### src/rtl/i2cbs_pkg.sv
package i2cbs_pkg;

  // Command codes carried on the request kind
  typedef enum logic [2:0] {
    CMD_NONE    = 3'd0,
    CMD_START   = 3'd1,
    CMD_STOP    = 3'd2,
    CMD_WRITE   = 3'd3,
    CMD_READ    = 3'd4,
    CMD_ACK     = 3'd5,
    CMD_NACK    = 3'd6,
    CMD_WAITACK = 3'd7
  } cmd_t;

  // Completion status codes
  typedef enum logic [1:0] {
    ST_OK       = 2'd0,
    ST_BUS_BUSY = 2'd1,
    ST_BUS_ERR  = 2'd2,
    ST_NO_ACK   = 2'd3
  } status_t;

  localparam int unsigned BYTE_W   = 8;
  localparam int unsigned STEP_W   = 3;
  localparam int unsigned BITCNT_W = 4;

  localparam logic [BYTE_W-1:0]   HPT_RESET  = 8'd50;
  localparam logic [BITCNT_W-1:0] BITS_PER_BYTE = 4'd8;

  // Per-tick result handed from the sequencer to the output register
  typedef struct packed {
    logic [1:0]        status;
    logic [BYTE_W-1:0] rx_byte;
    logic              done_res;
    logic              busy_res;
    logic              sda_out;
    logic              scl_out;
  } res_t;

endpackage

### src/rtl/i2c_master_bit_sequencer.sv
// The result of a request is registered and appears on m_tdata in the cycle after it is taken.
// Throughput: one request per cycle while m_tready is high; a result left waiting in
// the output register holds s_tready low until it is taken.
// Reset (rst, synchronous, active high): sequencer idle, SCL and SDA released,
// rx byte and status cleared, half_phase_ticks back to 50, no result pending.
module i2c_master_bit_sequencer
  import i2cbs_pkg::*;
(
  input  logic        clk,
  input  logic        rst,
  // request stream
  input  logic        s_tvalid,
  output logic        s_tready,
  input  logic [15:0] s_tdata,   // [7:0] tx_byte, [8] sda_in, rest zero
  input  logic [2:0]  s_tuser,   // [2:0] req_type
  // result stream
  output logic        m_tvalid,
  input  logic        m_tready,
  output logic [15:0] m_tdata,   // [0] scl_out, [1] sda_out, [2] busy_res, [3] done_res,
                                 // [11:4] rx_byte, [13:12] status, rest zero
  // configuration
  input  logic        psel,
  input  logic        penable,
  input  logic        pwrite,
  input  logic [2:0]  paddr,
  input  logic [31:0] pwdata,
  output logic [31:0] prdata,
  output logic        pready
);

  logic              acc;
  logic [BYTE_W-1:0] half_phase_ticks;
  res_t              res;

  assign pready = 1'b1;
  assign acc    = s_tvalid && s_tready;
  assign s_tready = !m_tvalid || m_tready;

  // configuration register
  always_ff @(posedge clk) begin
    if (rst) begin
      half_phase_ticks <= HPT_RESET;
    end else if (psel && penable && pwrite && pready && !paddr[2]) begin
      half_phase_ticks <= pwdata[BYTE_W-1:0];
    end
  end

  assign prdata = paddr[2] ? 32'd0 : {{(32-BYTE_W){1'b0}}, half_phase_ticks};

  i2cbs_core u_core (
    .clk              (clk),
    .rst              (rst),
    .acc              (acc),
    .req_type         (s_tuser),
    .tx_byte          (s_tdata[BYTE_W-1:0]),
    .sda_in           (s_tdata[BYTE_W]),
    .half_phase_ticks (half_phase_ticks),
    .res              (res)
  );

  // result register
  always_ff @(posedge clk) begin
    if (rst) begin
      m_tvalid <= 1'b0;
    end else if (acc) begin
      m_tvalid <= 1'b1;
    end else if (m_tready) begin
      m_tvalid <= 1'b0;
    end
  end

  always_ff @(posedge clk) begin
    if (acc) begin
      m_tdata <= {2'b00, res};
    end
  end

endmodule

### src/rtl/i2cbs_core.sv
module i2cbs_core
  import i2cbs_pkg::*;
(
  input  logic              clk,
  input  logic              rst,
  input  logic              acc,
  input  logic [2:0]        req_type,
  input  logic [BYTE_W-1:0] tx_byte,
  input  logic              sda_in,
  input  logic [BYTE_W-1:0] half_phase_ticks,
  output res_t              res
);

  logic [STEP_W-1:0]   seq_step, seq_step_next;
  cmd_t                active_cmd, active_cmd_next;
  logic [BITCNT_W-1:0] bit_left, bit_left_next;
  logic [BYTE_W-1:0]   shift_reg, shift_reg_next;
  logic [BYTE_W-1:0]   tick_count, tick_count_next;
  logic                scl_level, scl_level_next;
  logic                sda_level, sda_level_next;
  logic [1:0]          last_status, last_status_next;
  logic [BYTE_W-1:0]   rx_hold, rx_hold_next;
  logic                done_next;
  logic                go;
  logic [STEP_W-1:0]   go_step;
  logic [BYTE_W-1:0]   phase_len;

  // a zero phase length counts as one tick
  assign phase_len = (half_phase_ticks == '0) ? BYTE_W'(1) : half_phase_ticks;

  // a tick starts a command, counts down or ends the phase
  always_comb begin
    seq_step_next    = seq_step;
    active_cmd_next  = active_cmd;
    bit_left_next    = bit_left;
    shift_reg_next   = shift_reg;
    tick_count_next  = tick_count;
    scl_level_next   = scl_level;
    sda_level_next   = sda_level;
    last_status_next = last_status;
    rx_hold_next     = rx_hold;
    done_next        = 1'b0;
    go               = 1'b0;
    go_step          = STEP_W'(1);

    if (seq_step == '0) begin
      if (cmd_t'(req_type) != CMD_NONE) begin
        active_cmd_next = cmd_t'(req_type);
        bit_left_next   = '0;
        shift_reg_next  = '0;
        if (cmd_t'(req_type) == CMD_WRITE) begin
          bit_left_next  = BITS_PER_BYTE;
          shift_reg_next = tx_byte;
        end
        if (cmd_t'(req_type) == CMD_READ) begin
          bit_left_next  = BITS_PER_BYTE;
          sda_level_next = 1'b1;
        end
        go      = 1'b1;
        go_step = STEP_W'(1);
      end
    end else if (tick_count > BYTE_W'(1)) begin
      tick_count_next = tick_count - BYTE_W'(1);
    end else begin
      unique case (active_cmd)
        CMD_START: begin
          if (seq_step == STEP_W'(1)) begin
            if (!sda_in) begin
              seq_step_next = '0; tick_count_next = '0;
              last_status_next = ST_BUS_BUSY; done_next = 1'b1;
            end else begin
              go = 1'b1; go_step = STEP_W'(2);
            end
          end else if (seq_step == STEP_W'(2)) begin
            if (sda_in) begin
              seq_step_next = '0; tick_count_next = '0;
              last_status_next = ST_BUS_ERR; done_next = 1'b1;
            end else begin
              go = 1'b1; go_step = STEP_W'(3);
            end
          end else begin
            seq_step_next = '0; tick_count_next = '0;
            last_status_next = ST_OK; done_next = 1'b1;
          end
        end
        CMD_STOP, CMD_ACK, CMD_NACK, CMD_WAITACK: begin
          // ack result latched at the end of the SCL-high phase
          if (active_cmd == CMD_WAITACK && seq_step == STEP_W'(3)) begin
            shift_reg_next = {{(BYTE_W-1){1'b0}}, sda_in};
          end
          if (seq_step < STEP_W'(4)) begin
            go = 1'b1; go_step = seq_step + STEP_W'(1);
          end else begin
            seq_step_next = '0; tick_count_next = '0; done_next = 1'b1;
            if (active_cmd == CMD_WAITACK && shift_reg_next[0]) begin
              last_status_next = ST_NO_ACK;
            end else begin
              last_status_next = ST_OK;
            end
          end
        end
        CMD_WRITE: begin
          if (seq_step < STEP_W'(3)) begin
            go = 1'b1; go_step = seq_step + STEP_W'(1);
          end else begin
            bit_left_next = bit_left - BITCNT_W'(1);
            if (bit_left_next != '0) begin
              go = 1'b1; go_step = STEP_W'(1);
            end else begin
              scl_level_next = 1'b0;
              seq_step_next = '0; tick_count_next = '0;
              last_status_next = ST_OK; done_next = 1'b1;
            end
          end
        end
        default: begin
          // read byte
          if (seq_step == STEP_W'(1)) begin
            go = 1'b1; go_step = STEP_W'(2);
          end else begin
            shift_reg_next = {shift_reg[BYTE_W-2:0], sda_in};
            bit_left_next  = bit_left - BITCNT_W'(1);
            if (bit_left_next != '0) begin
              go = 1'b1; go_step = STEP_W'(1);
            end else begin
              scl_level_next = 1'b0;
              rx_hold_next   = shift_reg_next;
              seq_step_next = '0; tick_count_next = '0;
              last_status_next = ST_OK; done_next = 1'b1;
            end
          end
        end
      endcase
    end

    // phase entry: reload the phase timer and set the pin drives
    if (go) begin
      seq_step_next   = go_step;
      tick_count_next = phase_len;
      unique case (active_cmd_next)
        CMD_START: begin
          if (go_step == STEP_W'(1)) begin
            sda_level_next = 1'b1;
            scl_level_next = 1'b1;
          end else begin
            sda_level_next = 1'b0;
          end
        end
        CMD_STOP: begin
          if (go_step == STEP_W'(1))      scl_level_next = 1'b0;
          else if (go_step == STEP_W'(2)) sda_level_next = 1'b0;
          else if (go_step == STEP_W'(3)) scl_level_next = 1'b1;
          else                            sda_level_next = 1'b1;
        end
        CMD_ACK, CMD_NACK, CMD_WAITACK: begin
          if (go_step == STEP_W'(1) || go_step == STEP_W'(4)) begin
            scl_level_next = 1'b0;
          end else if (go_step == STEP_W'(2)) begin
            sda_level_next = (active_cmd_next != CMD_ACK);
          end else begin
            scl_level_next = 1'b1;
          end
        end
        CMD_WRITE: begin
          if (go_step == STEP_W'(1)) begin
            scl_level_next = 1'b0;
          end else if (go_step == STEP_W'(2)) begin
            sda_level_next = shift_reg_next[BYTE_W-1];
            shift_reg_next = {shift_reg_next[BYTE_W-2:0], 1'b0};
          end else begin
            scl_level_next = 1'b1;
          end
        end
        default: begin
          scl_level_next = (go_step != STEP_W'(1));
        end
      endcase
    end
  end

  // sequencer state, advanced once per accepted tick
  always_ff @(posedge clk) begin
    if (rst) begin
      seq_step    <= '0;
      active_cmd  <= CMD_NONE;
      bit_left    <= '0;
      shift_reg   <= '0;
      tick_count  <= '0;
      scl_level   <= 1'b1;
      sda_level   <= 1'b1;
      last_status <= ST_OK;
      rx_hold     <= '0;
    end else if (acc) begin
      seq_step    <= seq_step_next;
      active_cmd  <= active_cmd_next;
      bit_left    <= bit_left_next;
      shift_reg   <= shift_reg_next;
      tick_count  <= tick_count_next;
      scl_level   <= scl_level_next;
      sda_level   <= sda_level_next;
      last_status <= last_status_next;
      rx_hold     <= rx_hold_next;
    end
  end

  assign res.scl_out  = scl_level_next;
  assign res.sda_out  = sda_level_next;
  assign res.busy_res = (seq_step_next != '0);
  assign res.done_res = done_next;
  assign res.rx_byte  = rx_hold_next;
  assign res.status   = last_status_next;

`ifndef NO_ASSERTIONS
  a_done_not_busy: assert property (@(posedge clk) disable iff (rst)
    res.done_res |-> !res.busy_res)
    else $error("done reported while still busy");

  a_idle_timer_clear: assert property (@(posedge clk) disable iff (rst)
    (seq_step == '0) |-> (tick_count == '0))
    else $error("phase timer running while idle");

  a_cmd_held: assert property (@(posedge clk) disable iff (rst)
    (acc && seq_step != '0) |=> $stable(active_cmd))
    else $error("active command changed mid sequence");

  a_bit_range: assert property (@(posedge clk) disable iff (rst)
    bit_left <= BITS_PER_BYTE)
    else $error("bit counter beyond one byte");
`endif

endmodule
### config.mk
export PLATFORM = sky130hd
export DESIGN_NAME = i2c_master_bit_sequencer
export DESIGN_NICKNAME = d
export VERILOG_FILES = /design/src/rtl/i2cbs_pkg.sv /design/src/rtl/i2c_master_bit_sequencer.sv /design/src/rtl/i2cbs_core.sv
export SDC_FILE = /design/constraint.sdc
export NUM_CORES = 1
export LEC_CHECK = 0
export ABC_AREA = 1
export BUFFER_PORTS_ARGS = -buffer_cell sky130_fd_sc_hd__buf_2
export CAP_MARGIN = 20
export CORE_MARGIN = 4
export CORE_UTILIZATION = 49
export DETAILED_ROUTE_END_ITERATION = 8
export PLACE_DENSITY = 0.77
export SLEW_MARGIN = 20
export SYNTH_ARGS = -nofsm -noshare
export SYNTH_HDL_FRONTEND = slang
export SYNTH_SLANG_ARGS = --single-unit
### constraint.sdc
create_clock -name clk -period 2 [get_ports clk]
set_input_delay 0.2 -clock clk [delete_from_list [all_inputs] [get_ports clk]]
set_output_delay 0.2 -clock clk [all_outputs]
set_load 0.05 [all_outputs]
==> results.py, run 1 <==
metrics = {
    "critical_path": {
        "crit_path_max_fanout": 4,
        "critical_path.startpoint_type": "register",
        "worst-endpoint-required_ns": 2.11,
        "r2r_setup_slack_ns": -0.21,
        "worstSetupPathType": "reg -> reg",
        "worstRegToRegCells": 13,
        "r2r_start": "u_core.seq_step[1]$_SDFFE_PP0P_",
        "worst-endpoint-arrival_ns": 2.32,
        "critical_path.endpoint_type": "register",
        "worstReg2RegEnd": "m_tdata[1]$_DFFE_PP_",
    },
    "timing": {
        "setup-violations-final": 21,
        "finalWorstSetupSlack_ns": -0.207,
        "worst_margin_pin_slew_ns": 0.588,
        "fmax_mhz": 453,
        "max-slew-margin-rel_pct": 60.8,
        "hold_violations": 0,
        "fin_worst_skew_ns": 0.00966,
        "setup_tns_ns": -1.54,
        "rsz0062_at_grt": "true",
        "slew_viol_final": 0,
        "finalWorstPathRequiredPeriod_ns": 2.21,
        "share_of_the_clock_period_used_by_the_worst_path_pct": 110,
    },
    "placement": {
        "pre_cts_ws_ns": -0.190,
        "detailedPlacementHpwl_um": 9440,
        "place.gp.congestion": 0.923,
        "io_buffers": 51,
    },
    "cells_and_area": {
        "largest_register": "m_tdata",
        "filler_cell_count": 637,
        "final_net_count": 882,
        "drive_above_1_share_pct": 43.2,
        "largest_reg_flops": 14,
        "n_antenna_cell": 0,
        "multiInputGateArea_um2": 3040,
        "register_area_um2": 1380,
        "layout.core_utilization_pct": 72.9,
        "syn_to_final_growth_pct": 43.4,
    },
    "die": {
        "initial_utilization_pct": 50.8,
        "design.portCount": 112,
        "std_cell_rows": 34,
        "die_area_um2": 10700,
        "core-area_um2": 8810,
        "die_x_um": 104,
        "die_y_um": 104,
    },
    "clock_network": {
        "cts.root.buffer_cell": "clkbuf_8",
        "cts_sinks": 61,
        "number_of_h_tree_levels": 3,
        "clk_path_buf_depth": 2,
        "cts-hold-fix-buffers": 0,
        "tritoncts": "done",
        "worst_setup_hold_path_clk_slew_ns": 0.08,
        "worst_skew_pair.late_latency_ns": 0.36,
        "cts_made_buffers": 9,
    },
    "routing": {
        "routed_via_density": 5.58,
        "drt-initial-drc-count": 357,
        "totalWireLength_um": 15100,
        "drt-pass1-iter-count": 7,
        "drc_errors": 0,
        "route.vias.total": 5140,
        "ant_nets": 0,
        "routed_wire_length_per_instance_um": 16.4,
    },
    "synthesis": {
        "synthesis.yosys.warnings": 0,
        "yosys.area.top_type_share_pct": 21.0,
        "largest_area_contributor_in_the_netlist": "dfxtp_1",
        "seq_area_frac_synth_pct": 30.4,
        "synth_top_area_cells": "dfxtp_1, nand2_1, edfxtp_1",
        "ys_dominant_reg_cell": "dfxtp_1",
        "synth_cell_type_count": 51,
        "syn_area_um2": 4470,
        "ys_seq_elements": 61,
        "post_synth_inst_count": 653,
        "asyncSetResetFlopFracSynth_pct": 0,
        "postSynthAreaPerCell_um2": 6.85,
        "synth_edf_count": 14,
    },
    "worst_hold_path": {
        "hold_path_end": "half_phase_ticks[4]$_SDFFE_PP1P_",
        "hold-path-cell-count": 3,
        "min-delay-start": "pwdata[4]",
        "min-delay-path-class": "in -> reg",
    },
    "global_route": {
        "maximum_number_of_pins_on_one_net_before_global_route_repair": 28,
        "grt_use_total_pct": 24.4,
        "antenna_found_initial": 0,
        "number_of_global_route_vias_before_repair": 4733,
        "grt_first_pass_wirelength_um": 21700,
        "grt_remaining_overflow": 0,
    },
    "outcome": {
        "outcome": "complete, but fails checks",
        "violated_checks": "negative setup slack",
    },
    "power_and_ir_drop": {
        "ir_drop_mv": 0.505,
        "leakage_nw": 3.00,
        "power_per_cell_area_nw_per_um2": 818,
        "total_power_mw": 5.25,
    },
    "flow_run": {
        "drv.max_cap_violation_count": 0,
    },
}
-- critical path, stage by stage (launching register included) --
cell and delay, ns:
dfxtp_4 0.40, inv_4 0.05, ha_4 0.16, buf_4 0.13, nand2_2 0.10, nand2_4 0.08
nor2_1 0.21, nand3_1 0.17, nand2_1 0.08, nand3b_1 0.14, nand3_1 0.09, nand3_1 0.09
nand4_1 0.11, and2_1 0.16
-- layer usage --
layer	wire length, um	GRT usage (%)	vias to the layer above
met4	631	7.50	0
met5	0	0	-
li1	-	-	2391
met2	7670	45.1	295
met3	1160	4.42	66
met1	5630	28.6	2388
-- timing repair --
action                                  in CTS  in global routing
gates resized for setup                     79                104
setup buffers                               11                 12
cloned                                       2                  1
endpoints found under the setup margin      31                 38
pin swaps                                   30                 61
-- worst max path at each step --
| stage | start | end | slack, ns | cells after the start |
|---|---|---|---|---|
| 3_3_place_gp | u_core.seq_step[0]$_SDFFE_PP0P_ | m_tdata[1]$_DFFE_PP_ | -0.14 | 15 |
| 2_1_floorplan | u_core.active_cmd[1]$_SDFFE_PP0P_ | m_tdata[2]$_DFFE_PP_ | -0.002 | 11 |
| 5_1_grt | u_core.seq_step[1]$_SDFFE_PP0P_ | m_tdata[1]$_DFFE_PP_ | -0.29 | 13 |
| 3_5_place_dp | u_core.seq_step[0]$_SDFFE_PP0P_ | m_tdata[1]$_DFFE_PP_ | -0.19 | 15 |
| 4_1_cts | u_core.seq_step[1]$_SDFFE_PP0P_ | u_core.shift_reg[1]$_SDFFE_PP0P_ | -0.04 | 14 |
| 6_report | u_core.seq_step[1]$_SDFFE_PP0P_ | m_tdata[1]$_DFFE_PP_ | -0.21 | 13 |
-- synth_stat cells, drive strengths merged, types with 7 or more instances --
| library cell | n |
|---|---|
| ha | 13 |
| o211ai | 12 |
| dfxtp | 47 |
| buf | 37 |
| clkbuf | 9 |
| edfxtp | 14 |
| a21oi | 44 |
| o21ai | 61 |
| inv | 99 |
| nand2 | 135 |
| nor2 | 93 |
| nand3 | 39 |
| o22ai | 9 |
| nand4 | 7 |
-- cell type report --
type                       instances  area share, %
multi-input combinational        471           47.4
sequential                        61           21.6
timing repair buffer             164           19.4
inverter                         101           6.45
tap                              108           2.11
clock buffer                      10           1.99
clock inverter                     6          0.995
-- logic make-up after synthesis --
group           Yosys count  share of synthesized area (%)
compound gates          143                           19.2
other cells               2                          0.168
flops                    61                           30.4
simple gates            285                           30.6
xor+xnor                  2                          0.392
buf+inv                 147                           15.6
fa+ha+maj                13                           3.64
-- power by group --
group | leakage (nW) | internal (mW) | switching (mW)
Clock | 0.0923 | 0.573 | 0.547
Combinational | 2.38 | 1.05 | 1.59
Sequential | 0.530 | 1.40 | 0.103
-- stage by stage --
stage                     area, um^2  hold slack (ns)  std cells
final                           6420           0.0564        921
after floorplan                 4580            0.330        678
after global placement          5360            0.417        879
after global routing            6420           0.0696        921
after detailed placement        5360            0.426        879
after CTS                       5940           0.0562        908
-- layout by cell type (no fill, tap or decap), drive strengths merged, types with 2 or more instances in the layout --
cell      count
nor2         93
a21boi        2
o31ai         2
edfxtp       14
o21bai        2
clkbuf       11
a21oi        44
nand4         7
clkinv        4
dfxtp        47
clkinvlp      2
ha           13
o211ai       12
a31oi         5
nor3          5
a22oi         2
nand3b        2
xor2          2
nand2       136
inv         100
conb         27
buf         163
nand3        39
o22ai         9
o21ai        61
Note: power is estimated with default switching activity, not from simulation.
==> inputs of run 2 (changes only) <==
--- a/config.mk
+++ b/config.mk
@@ -9,9 +9,9 @@
 export BUFFER_PORTS_ARGS = -buffer_cell sky130_fd_sc_hd__buf_2
 export CAP_MARGIN = 20
 export CORE_MARGIN = 4
-export CORE_UTILIZATION = 49
+export CORE_UTILIZATION = 50
 export DETAILED_ROUTE_END_ITERATION = 8
-export PLACE_DENSITY = 0.77
+export PLACE_DENSITY = 0.76
 export SLEW_MARGIN = 20
 export SYNTH_ARGS = -nofsm -noshare
 export SYNTH_HDL_FRONTEND = slang
==> constraint.sdc (replaced) <==
create_clock -name clk -period 2.8 [get_ports clk]
set_input_delay 0.28 -clock clk [delete_from_list [all_inputs] [get_ports clk]]
set_output_delay 0.28 -clock clk [all_outputs]
set_load 0.05 [all_outputs]
==> run 2 against run 1 <==
The run now ends clean. Maximum frequency is 9.6% lower. Total power is 42% lower. Critical path depth is 2 higher. Via count is 17% lower. Sequential power is 30% lower. Clock power is 27% lower. Register-to-register slack better by 0.57 ns. Critical endpoint unchanged. Largest cell class unchanged. Largest power group unchanged.
==> results.py, run 2 (same netlist as run 1, synthesis figures left out) <==
metrics = {
    "timing": {
        "max-slew-margin-rel_pct": 58.0,
        "finalWorstSetupSlack_ns": 0.359,
        "rsz0062_at_grt": "false",
        "worst_margin_pin_slew_ns": 0.625,
        "fin_worst_skew_ns": 0.0124,
        "slew_viol_final": 0,
        "hold_violations": 0,
        "setup-violations-final": 0,
        "setup_tns_ns": 0,
        "finalWorstPathRequiredPeriod_ns": 2.44,
        "fmax_mhz": 410,
        "share_of_the_clock_period_used_by_the_worst_path_pct": 87.2,
    },
    "cells_and_area": {
        "n_antenna_cell": 0,
        "drive_above_1_share_pct": 20.5,
        "syn_to_final_growth_pct": 9.70,
        "largest_register": "m_tdata",
        "largest_reg_flops": 14,
        "highest_count_cells_in_the_layout_ignoring_fill_and_taps": "nand2_1, inv_1, nor2_1, buf_2, dfxtp_1",
        "layout_commonest_cell": "nand2_1",
        "final_net_count": 775,
        "layout.core_utilization_pct": 56.3,
    },
    "routing": {
        "drc_errors": 0,
        "routed_via_density": 5.26,
        "route.vias.total": 4281,
        "drt-pass1-iter-count": 6,
        "ant_nets": 0,
        "totalWireLength_um": 10700,
        "drt-initial-drc-count": 309,
        "routed_wire_length_per_instance_um": 13.1,
    },
    "die": {
        "die_y_um": 103,
        "die_area_um2": 10500,
        "die_x_um": 103,
        "design.portCount": 112,
        "core-area_um2": 8720,
        "initial_utilization_pct": 51.3,
        "std_cell_rows": 34,
    },
    "clock_network": {
        "worst_setup_hold_path_clk_slew_ns": 0.07,
        "cts_made_buffers": 9,
        "clk_path_buf_depth": 2,
        "cts-hold-fix-buffers": 0,
        "post_cts_resized": 0,
        "cts_sinks": 61,
        "cts.root.buffer_cell": "clkbuf_8",
        "worst_skew_pair.late_latency_ns": 0.36,
        "tritoncts": "done",
        "postCtsSetupRepairBufs": 0,
        "number_of_h_tree_levels": 3,
    },
    "critical_path": {
        "worstReg2RegEnd": "m_tdata[1]$_DFFE_PP_",
        "worst-endpoint-arrival_ns": 2.55,
        "r2r_start": "u_core.seq_step[0]$_SDFFE_PP0P_",
        "crit_path_max_fanout": 12,
        "r2r_setup_slack_ns": 0.36,
        "worst-endpoint-required_ns": 2.91,
        "critical_path.endpoint_type": "register",
        "worstSetupPathType": "reg -> reg",
        "critical_path.startpoint_type": "register",
        "worstRegToRegCells": 15,
    },
    "placement": {
        "place.gp.congestion": 0.928,
        "detailedPlacementHpwl_um": 7950,
        "pre_cts_ws_ns": 0.388,
        "io_buffers": 51,
    },
    "power_and_ir_drop": {
        "ir_drop_mv": 0.219,
        "power_per_cell_area_nw_per_um2": 621,
        "total_switching_power_mw": 1.28,
        "leakage_nw": 2.37,
        "sw_ratio_pct": 41.9,
        "pwr-share-clk_pct": 26.9,
        "comb_power_share_pct": 38.6,
        "reg_power_share_pct": 34.5,
        "p_int_mw": 1.77,
    },
    "global_route": {
        "grt_use_total_pct": 20.8,
        "grt_first_pass_wirelength_um": 17600,
        "number_of_global_route_vias_before_repair": 3879,
        "maximum_number_of_pins_on_one_net_before_global_route_repair": 30,
        "antenna_found_initial": 0,
        "grt_remaining_overflow": 0,
    },
    "flow_run": {
        "drv.max_cap_violation_count": 0,
    },
    "outcome": {
        "outcome": "finished clean",
    },
    "worst_hold_path": {
        "min-delay-start": "pwdata[5]",
        "hold_path_end": "half_phase_ticks[5]$_SDFFE_PP1P_",
        "hold-path-cell-count": 3,
        "min-delay-path-class": "in -> reg",
    },
}
## run 2: changes by cell type in the layout (fill, tap and decap cells not counted), moves of 11 or more
| cell | previous run | this run |
|---|---|---|
| buf_4 | 93 | 7 |
| nor2_1 | 62 | 75 |
| nand2_1 | 94 | 117 |
| buf_6 | 13 | 0 |
| inv_1 | 65 | 77 |
| nand2_4 | 15 | 4 |
| ha_1 | 1 | 13 |
| o21ai_0 | 23 | 40 |
## run 2: worst max path at each step
stage / startpoint / end / slack, ns
after floorplan: u_core.active_cmd[0]$_SDFFE_PP0P_ / m_tdata[2]$_DFFE_PP_ / 0.73
after global routing: u_core.seq_step[0]$_SDFFE_PP0P_ / m_tdata[1]$_DFFE_PP_ / 0.14
after detailed placement: u_core.seq_step[0]$_SDFFE_PP0P_ / m_tdata[1]$_DFFE_PP_ / 0.39
after CTS: u_core.seq_step[0]$_SDFFE_PP0P_ / m_tdata[1]$_DFFE_PP_ / 0.39
final: u_core.seq_step[0]$_SDFFE_PP0P_ / m_tdata[1]$_DFFE_PP_ / 0.36
after global placement: u_core.seq_step[0]$_SDFFE_PP0P_ / m_tdata[1]$_DFFE_PP_ / 0.45
## run 2: cell type report
type	count	area [um^2]
fillers	809	3810
multi-input cells	470	2510
flip-flops and latches	61	1360
inverters	101	383
repair buffers	58	308
clock buffers	11	174
well taps	108	135
clock inverters	5	37.5
## run 2: metal layers
layer / wire, um / track usage, %
met1: 4570 / 26.4
met2: 5060 / 34.3
met3: 868 / 5.89
met4: 181 / 6.76
met5: 0 / 0
## run 2: metrics by stage
stage / instances / area [um^2] / total power, mW / hold WS (ns)
2_1_floorplan: 678 / 4570 / 2.05 / 0.410
3_3_place_gp: 798 / 4700 / 2.20 / 0.456
3_5_place_dp: 798 / 4700 / 2.23 / 0.466
4_1_cts: 814 / 4910 / 3.05 / 0.139
5_1_grt: 814 / 4910 / 3.23 / 0.162
6_report: 814 / 4910 / 3.05 / 0.148
## run 2: power groups by stage
stage	Clock, mW	Sequential [mW]	Combinational (mW)
2_1_floorplan	0	1.14	0.909
3_3_place_gp	0	1.07	1.14
3_5_place_dp	0	1.07	1.16
4_1_cts	0.836	1.05	1.17
5_1_grt	0.874	1.06	1.29
6_report	0.820	1.05	1.18
## run 2: worst max-delay path, stage by stage (launching register included)
cell and delay (ns):
dfxtp_1 0.42, inv_1 0.12, ha_1 0.25, nand2_4 0.23
clkinv_2 0.25, nand2_1 0.11, nand2_1 0.05, nand2_1 0.14
inv_2 0.06, nand2_2 0.10, nor2_1 0.07, nand3_1 0.08
nand2_1 0.05, inv_1 0.04, nand4_1 0.09, and2_1 0.16
